==> src/flb_pkg.sv <==
// Shared types, constants and helper functions for the flow hash load balancer.
// Depends on nothing; every other file in src imports it.
`timescale 1ns / 1ps

package flb_pkg;

  // Header geometry. The header arrives as ten little-endian 64-bit words.
  localparam int unsigned HDR_WORDS    = 10;
  localparam int unsigned HDR_BYTES    = HDR_WORDS * 8;
  localparam int unsigned ETH_LEN      = 14;
  localparam int unsigned IP_PROTO_OFF = ETH_LEN + 9;
  localparam int unsigned IP_SRC_OFF   = ETH_LEN + 12;
  localparam int unsigned IP_DST_OFF   = ETH_LEN + 16;
  localparam int unsigned MAC_WORDS    = 6;

  // Field widths.
  localparam int unsigned HASH_W     = 32;
  localparam int unsigned BKT_W      = 4;
  localparam int unsigned GATE_W     = 16;
  localparam int unsigned GCNT_W     = 5;
  localparam int unsigned TAB_REGS   = 4;
  localparam int unsigned TAB_W      = 64;
  localparam int unsigned CFG_IDX_W  = 3;
  localparam int unsigned CFG_DATA_W = 64;

  // Largest number of gates the bucket mapping honors.
  localparam int unsigned GATES_MAX = 16;

  // Reflected Castagnoli polynomial.
  localparam logic [HASH_W-1:0] CRC_POLY = 32'h82F63B78;

  typedef enum logic [1:0] {
    LB_L2 = 2'd0,
    LB_L3 = 2'd1,
    LB_L4 = 2'd2
  } lb_mode_e;

  typedef enum logic [CFG_IDX_W-1:0] {
    CFG_LB_MODE    = 3'd0,
    CFG_GATE_COUNT = 3'd1,
    CFG_GATE_TAB_A = 3'd2,
    CFG_GATE_TAB_B = 3'd3,
    CFG_GATE_TAB_C = 3'd4,
    CFG_GATE_TAB_D = 3'd5
  } cfg_idx_e;

  typedef struct packed {
    logic [63:0] hdr_word_9;
    logic [63:0] hdr_word_8;
    logic [63:0] hdr_word_7;
    logic [63:0] hdr_word_6;
    logic [63:0] hdr_word_5;
    logic [63:0] hdr_word_4;
    logic [63:0] hdr_word_3;
    logic [63:0] hdr_word_2;
    logic [63:0] hdr_word_1;
    logic [63:0] hdr_word_0;
  } hdr_req_t;

  typedef struct packed {
    logic [GATE_W-1:0] out_gate;
    logic [BKT_W-1:0]  bucket;
    logic [HASH_W-1:0] flow_hash;
  } gate_rsp_t;

  // Gate selection settings handed to the bucket stage.
  typedef struct packed {
    logic [GCNT_W-1:0]               gate_count;
    logic [TAB_REGS-1:0][TAB_W-1:0]  gate_tab;
  } gate_cfg_t;

  // CRC of a word that has only bit pos set, shifted out over nbits steps.
  // Only evaluated at elaboration to build the columns of the CRC matrix.
  function automatic logic [HASH_W-1:0] crc_col(int unsigned nbits, int unsigned pos);
    logic [HASH_W-1:0] crc;
    crc = HASH_W'(1) << pos;
    for (int unsigned i = 0; i < nbits; i++) begin
      crc = (crc >> 1) ^ (crc[0] ? CRC_POLY : '0);
    end
    return crc;
  endfunction

endpackage

==> src/flb_key_hash.sv <==
// Key extraction and CRC32C for the flow hash load balancer.
// Depends on flb_pkg for the header layout, mode codes and CRC columns.
`timescale 1ns / 1ps

module flb_key_hash
  import flb_pkg::*;
(
  input  hdr_req_t          hdr_i,
  input  logic [1:0]        lb_mode_i,
  output logic [HASH_W-1:0] hash_o
);

  logic [HDR_BYTES*8-1:0] hdr_flat;
  logic [15:0]            key_l2;
  logic [HASH_W-1:0]      key_l3;
  logic [HASH_W-1:0]      key_l4;
  logic [3:0]             ihl;
  logic [9:0]             port_bit;
  logic [31:0]            ports;
  logic [7:0]             proto;
  logic [HASH_W-1:0]      hash16;
  logic [HASH_W-1:0]      hash32;
  logic [HASH_W-1:0]      term16 [16];
  logic [HASH_W-1:0]      term32 [HASH_W];

  assign hdr_flat = {hdr_i.hdr_word_9, hdr_i.hdr_word_8, hdr_i.hdr_word_7,
                     hdr_i.hdr_word_6, hdr_i.hdr_word_5, hdr_i.hdr_word_4,
                     hdr_i.hdr_word_3, hdr_i.hdr_word_2, hdr_i.hdr_word_1,
                     hdr_i.hdr_word_0};

  // MAC key: XOR of the six 16-bit words covering both addresses.
  always_comb begin
    key_l2 = '0;
    for (int unsigned k = 0; k < MAC_WORDS; k++) begin
      key_l2 ^= hdr_flat[16*k +: 16];
    end
  end

  assign key_l3 = hdr_flat[IP_SRC_OFF*8 +: 32] ^ hdr_flat[IP_DST_OFF*8 +: 32];

  // The ports sit right after the IPv4 header, whose length is IHL words.
  assign ihl      = hdr_flat[ETH_LEN*8 +: 4];
  assign port_bit = 10'(ETH_LEN*8) + {1'b0, ihl, 5'b0};
  assign ports    = hdr_flat[port_bit +: 32];
  assign proto    = hdr_flat[IP_PROTO_OFF*8 +: 8];
  assign key_l4   = key_l3 ^ {16'b0, ports[15:0] ^ ports[31:16]} ^ {24'b0, proto};

  // The CRC is linear, so each key bit that is set adds one fixed column.
  for (genvar i = 0; i < 16; i++) begin : g_col16
    localparam logic [HASH_W-1:0] Col = crc_col(16, i);
    assign term16[i] = key_l2[i] ? Col : '0;
  end

  logic [HASH_W-1:0] key_wide;

  always_comb begin
    unique case (lb_mode_i)
      LB_L2:   key_wide = key_l4;
      LB_L3:   key_wide = key_l3;
      LB_L4:   key_wide = key_l4;
      default: key_wide = key_l4;  // mode three hashes like the L4 mode
    endcase
  end

  for (genvar i = 0; i < HASH_W; i++) begin : g_col32
    localparam logic [HASH_W-1:0] Col = crc_col(HASH_W, i);
    assign term32[i] = key_wide[i] ? Col : '0;
  end

  always_comb begin
    hash16 = '0;
    for (int unsigned i = 0; i < 16; i++) begin
      hash16 ^= term16[i];
    end
    hash32 = '0;
    for (int unsigned i = 0; i < HASH_W; i++) begin
      hash32 ^= term32[i];
    end
  end

  assign hash_o = (lb_mode_i == LB_L2) ? hash16 : hash32;

endmodule

==> src/flb_gate_pick.sv <==
// Bucket scaling and gate table lookup for the flow hash load balancer.
// Depends on flb_pkg for widths and the gate settings struct.
`timescale 1ns / 1ps

module flb_gate_pick
  import flb_pkg::*;
(
  input  logic [HASH_W-1:0] hash_i,
  input  gate_cfg_t         cfg_i,
  output logic [BKT_W-1:0]  bucket_o,
  output logic [GATE_W-1:0] gate_o
);

  logic [GCNT_W-1:0]        gate_n;
  logic [HASH_W+GCNT_W-1:0] prod;

  // Counts above the supported maximum behave as the maximum.
  assign gate_n = (cfg_i.gate_count > GCNT_W'(GATES_MAX)) ? GCNT_W'(GATES_MAX)
                                                           : cfg_i.gate_count;

  assign prod     = {{GCNT_W{1'b0}}, hash_i} * {{HASH_W{1'b0}}, gate_n};
  assign bucket_o = prod[HASH_W +: BKT_W];

  assign gate_o = cfg_i.gate_tab[bucket_o[3:2]][{bucket_o[1:0], 4'b0} +: GATE_W];

endmodule

==> src/flow_hash_load_balancer.sv <==
// Top level of the flow hash load balancer: configuration registers and pipeline.
// Depends on flb_pkg, flb_key_hash and flb_gate_pick.
`timescale 1ns / 1ps

// The block takes the first 80 bytes of a packet header per request and returns
// one result per request: the CRC32C flow hash, the bucket it falls in and the
// gate number read from the gate table. It accepts one request every cycle while
// in_stall_o is low. An accepted request sits in the header register while the
// key extraction, the CRC XOR network, the 32 by 5 bit bucket multiply and the
// table lookup run in one combinational pass. The result register takes that
// pass's output once the output stage has room and offers it. A stalled result
// holds the header register only when it is full, so one more request still gets
// in while the output waits.
// Configuration is written through a plain write port and should change only
// while no request is in flight.
module flow_hash_load_balancer
  import flb_pkg::*;
(
  input  logic                  clk_i,
  input  logic                  rst_ni,

  input  logic                  in_valid_i,
  output logic                  in_stall_o,
  input  hdr_req_t              in_req_i,

  output logic                  out_valid_o,
  input  logic                  out_stall_i,
  output gate_rsp_t             out_rsp_o,

  input  logic                  cfg_we_i,
  input  logic [CFG_IDX_W-1:0]  cfg_idx_i,
  input  logic [CFG_DATA_W-1:0] cfg_wdata_i
);

  // Configuration registers.
  logic [1:0] lb_mode_q;
  gate_cfg_t  gate_cfg_q;

  always_ff @(posedge clk_i or negedge rst_ni) begin
    if (!rst_ni) begin
      lb_mode_q             <= LB_L2;
      gate_cfg_q.gate_count <= GCNT_W'(1);
      gate_cfg_q.gate_tab   <= '0;
    end else if (cfg_we_i) begin
      unique case (cfg_idx_i)
        CFG_LB_MODE:    lb_mode_q             <= cfg_wdata_i[1:0];
        CFG_GATE_COUNT: gate_cfg_q.gate_count <= cfg_wdata_i[GCNT_W-1:0];
        CFG_GATE_TAB_A: gate_cfg_q.gate_tab[0] <= cfg_wdata_i;
        CFG_GATE_TAB_B: gate_cfg_q.gate_tab[1] <= cfg_wdata_i;
        CFG_GATE_TAB_C: gate_cfg_q.gate_tab[2] <= cfg_wdata_i;
        CFG_GATE_TAB_D: gate_cfg_q.gate_tab[3] <= cfg_wdata_i;
        default: ;  // writes to unknown indexes are dropped
      endcase
    end
  end

  // Pipeline: stage one holds the header, stage two the result.
  logic              v1_q, v1_d, v2_q, v2_d;
  logic              rdy1, rdy2;
  hdr_req_t          hdr_q;
  logic [HASH_W-1:0] hash;
  logic [BKT_W-1:0]  bkt;
  logic [GATE_W-1:0] gate;
  gate_rsp_t         rsp_q;

  // A stage can take new data when it is empty or its content moves on.
  assign rdy2 = !v2_q || !out_stall_i;
  assign rdy1 = !v1_q || rdy2;

  always_comb begin
    v1_d = rdy1 ? in_valid_i : v1_q;
    v2_d = rdy2 ? v1_q : v2_q;
  end

  always_ff @(posedge clk_i or negedge rst_ni) begin
    if (!rst_ni) begin
      v1_q <= 1'b0;
      v2_q <= 1'b0;
    end else begin
      v1_q <= v1_d;
      v2_q <= v2_d;
    end
  end

  flb_key_hash u_key_hash (
    .hdr_i     (hdr_q),
    .lb_mode_i (lb_mode_q),
    .hash_o    (hash)
  );

  flb_gate_pick u_gate_pick (
    .hash_i   (hash),
    .cfg_i    (gate_cfg_q),
    .bucket_o (bkt),
    .gate_o   (gate)
  );

  always_ff @(posedge clk_i) begin
    if (rdy1 && in_valid_i) begin
      hdr_q <= in_req_i;
    end
    if (rdy2 && v1_q) begin
      rsp_q.out_gate  <= gate;
      rsp_q.bucket    <= bkt;
      rsp_q.flow_hash <= hash;
    end
  end

  assign in_stall_o  = !rdy1;
  assign out_valid_o = v2_q;
  assign out_rsp_o   = rsp_q;

`ifndef SYNTHESIS
  // A header held behind a stalled result must not be overwritten.
  a_hdr_hold: assert property (@(posedge clk_i) disable iff (!rst_ni)
    (v1_q && !rdy2) |=> (v1_q && $stable(hdr_q)))
    else $error("header stage lost its content while blocked");

  // The bucket stays below the gate count whenever that count is in range.
  a_bucket_range: assert property (@(posedge clk_i) disable iff (!rst_ni)
    (v1_q && gate_cfg_q.gate_count != '0 &&
     gate_cfg_q.gate_count <= GCNT_W'(GATES_MAX)) |->
    ({1'b0, bkt} < gate_cfg_q.gate_count))
    else $error("bucket outside the configured gate range");

  // A taken result with nothing behind it leaves the output empty.
  a_drain: assert property (@(posedge clk_i) disable iff (!rst_ni)
    (out_valid_o && !out_stall_i && !v1_q) |=> !out_valid_o)
    else $error("result repeated after it was taken");
`endif

endmodule
==> config.mk <==
export PLATFORM = sky130hd
export DESIGN_NAME = flow_hash_load_balancer
export DESIGN_NICKNAME = d
export VERILOG_FILES = /design/src/flb_pkg.sv /design/src/flb_key_hash.sv /design/src/flb_gate_pick.sv /design/src/flow_hash_load_balancer.sv
export SDC_FILE = /design/constraint.sdc
export NUM_CORES = 2
export LEC_CHECK = 0
export ABC_AREA = 1
export BUFFER_PORTS_ARGS = -buffer_cell sky130_fd_sc_hd__buf_2
export CAP_MARGIN = 20
export CORE_AREA = 2 2 336 338
export CTS_CLUSTER_SIZE = 40
export DETAILED_ROUTE_END_ITERATION = 8
export DIE_AREA = 0 0 338 340
export HOLD_SLACK_MARGIN = 0.15
export PLACE_DENSITY = 0.69
export SLEW_MARGIN = 40
export SYNTH_ARGS = -nofsm -noshare
export SYNTH_HDL_FRONTEND = slang
export SYNTH_HIERARCHICAL = 1
export SYNTH_SLANG_ARGS = --single-unit
export TNS_END_PERCENT = 100
==> constraint.sdc <==
create_clock -name clk_i -period 33.4 [get_ports clk_i]
set_input_delay 1.67 -clock clk_i [delete_from_list [all_inputs] [get_ports clk_i]]
set_output_delay 1.67 -clock clk_i [all_outputs]
set_load 0.01 [all_outputs]
==> results.md <==
- Count of buffers from port buffering: 733
- Met2 layer usage reported by global route: 48.5%
- Post-CTS setup buffers: 0
- Area used by sequential logic in the layout: 26500 um^2
- Number of instances on the worst hold path: 2
- Power density over the cells: 99.9 nW/um^2
- GR Layer Usage met1: 37.9%
- Count of mapped cells out of synthesis: 6256
- Largest incremental delay on the critical path: 690 ps
- FP Rows: 123
- Per-cell via count in the routed design: 5.26
- Clk Latency, worst-skew pair: 720 ps
- WL final: 175000 um
- Final Hold Vio Count: 0
- Max-cap violation count: 0
- CTS Buf Count: 101
- Weighted congestion reported at the end of routability-driven placement: 0.967
- Number of sinks handled by clock tree synthesis: 925
- Worst-Margin Slew: 890 ps
- Via count of the first global-routing pass: 42400
- FF-to-FF path depth: 48
- Footprint of the multi-input gates: 22200 um^2
- Max Freq: 91.6 MHz
- Final routed wire length divided by cell count: 20.5 um
- Leakage power of the design: 0.0303 uW
- Filler cells: 10100
- Final design instance area without fill: 61500 um^2
- TritonCTS clock tree: done
- Shortest period the worst path allows: 10920 ps
- Count of boundary I/O pins: 766
- Via count: 44900
- Met3 Use GR: 6.46%
- Die Footprint: 115000 um^2
- Initial detailed-routing violation count: 4644
- Startpoint Class: flop
- Core outline area: 112000 um^2
- Setup TNS: 0 ps
- Post-CTS Resized: 0
- Initial standard-cell utilization of the core: 47.7%
- Outcome: finished clean
- Number of nets in the final layout: 7729
- Kind of path behind the tightest hold check: flop to flop
- R2R Path Start: hdr_q[113]
- Maximum fanout encountered on the critical timing path: 105
- Hold bufs inserted after CTS: 0
- Master cell of the clock root buffer: sky130_fd_sc_hd__clkbuf_16
- Cell at the slowest stage of the critical path: sky130_fd_sc_hd__clkinv_1
- Depth of the CTS H-tree: 3
- First element of the critical path: hdr_q[113]
- Busiest layer in global routing: met2
- Count of warnings emitted by yosys: 6
- GR Util All Layers: 30.0%
- Critical path endpoint category: flop
- Area growth from synthesis to layout: 15.7%
- Setup repair after global routing missed its margin: no
- Clock slew seen by the registers of the worst setup and hold paths: 60 ps
- Fraction of final layout cells sized beyond drive strength 1: 15.6%
- Worst VDD drop: 0.159 mV
- Placed instance area: 57900 um^2
- # DRC: 0
- Setup CP Type: flop to flop
- Arrival time at the worst endpoint: 11380 ps
- Worst EP required: 33870 ps
- Sum of net half-perimeters after detailed placement: 123000 um
- Number of antenna violations at the first check in global routing: 110
- Worst-case headroom to the max-slew limit: 40.6%
- Maximum number of pins on one net before global-route repair: 131
- Post-Syn Area: 53200 um^2
- Die extent in y: 340 um
- Hold path start: gate_cfg_q[38]
- Skew final: 69.5 ps
- Total of endpoints with negative setup slack in the final report: 0
- Library cell appearing most often on the critical path: sky130_fd_sc_hd__nand2_1
- Die extent in x: 338 um
- Post-Syn Nets: 7098
- Maximum count of clock buffers along a single path: 3
- Max-slew violations: 0
- Overall overflow remaining after global route: 0
- Antenna-violating nets left: 0
- Flop2flop setup slack: 22480 ps
- Mean post-synth cell area: 8.50 um^2
- First-pass iteration count of the detailed router: 8
- Global-route wire length before repair: 259000 um
- Final Cycle Share: 32.7%
==> critical path, delay by kind of cell, from the launching register on <==
family | cells | cell delay (ps)
compound gates | 1 | 330
fa+ha+maj | 4 | 1740
simple gates | 32 | 5100
buf+inv | 11 | 2850
flops | 1 | 380
==> sequential cells by signal (all words and copies together), names as in the netlist <==
signal       count
out_valid_o      1
out_rsp_o       52
v1_q             1
lb_mode_q        2
hdr_q          608
gate_cfg_q     261
==> cell usage in the layout (no fill, tap or decap), types with 23 or more instances in the layout <==
master,count
sky130_fd_sc_hd__xor2_1,198
sky130_fd_sc_hd__xnor2_1,136
sky130_fd_sc_hd__dfrtp_1,264
sky130_fd_sc_hd__buf_2,732
sky130_fd_sc_hd__buf_4,44
sky130_fd_sc_hd__o21ai_0,74
sky130_fd_sc_hd__nor2_1,235
sky130_fd_sc_hd__edfxtp_1,660
sky130_fd_sc_hd__nand3b_1,27
sky130_fd_sc_hd__a21oi_1,111
sky130_fd_sc_hd__nand4_1,24
sky130_fd_sc_hd__o211ai_1,71
sky130_fd_sc_hd__inv_1,803
sky130_fd_sc_hd__diode_2,71
sky130_fd_sc_hd__ha_1,42
sky130_fd_sc_hd__o21ai_1,40
sky130_fd_sc_hd__clkinv_2,23
sky130_fd_sc_hd__fa_1,88
sky130_fd_sc_hd__nand2_1,2134
sky130_fd_sc_hd__clkbuf_16,103
sky130_fd_sc_hd__nand2_2,23
sky130_fd_sc_hd__nand3_1,898
==> area by class of cell <==
class                   instances  area share (%)
repair buffers                795            6.93
clock inverters                61            1.01
multi-input cells            4231            36.1
clock buffers                 129            4.51
diodes                         71           0.289
inverters                     833            5.12
flip-flops and latches        925            43.0
well taps                    1500            3.05
==> routing by layer <==
metal | share of wire (%) | wire (um)
met5 | 0.20 | 351
met1 | 38 | 66900
met3 | 8.9 | 15700
met2 | 48 | 84300
met4 | 4.6 | 8120
==> final timing paths <==
path | to
min reg2reg | gate_cfg_q[38]
min in group asynchronous | gate_cfg_q[133]
min | gate_cfg_q[38]
max in group asynchronous | gate_cfg_q[52]
max | out_rsp_o[46]
max reg2reg | out_rsp_o[46]
==> metrics by stage <==
step	setup WS [ps]	util (%)	total power, uW	hold WS, ps	std cells
2_1_floorplan	18790	-	4000	442	6256
3_3_place_gp	21970	51.8	4860	453	8282
3_5_place_dp	22500	51.9	4940	458	8284
4_1_cts	22520	55.0	6090	473	8474
5_1_grt	22000	55.1	6590	488	8538
6_report	22480	55.1	6150	468	8545
==> power breakdown <==
group	internal (uW)	leakage, uW	switching [uW]
Combinational	1070	0.0189	2420
Sequential	1450	0.00969	67.6
Clock	654	0.00166	484
Power figures use the tool's default switching activity.
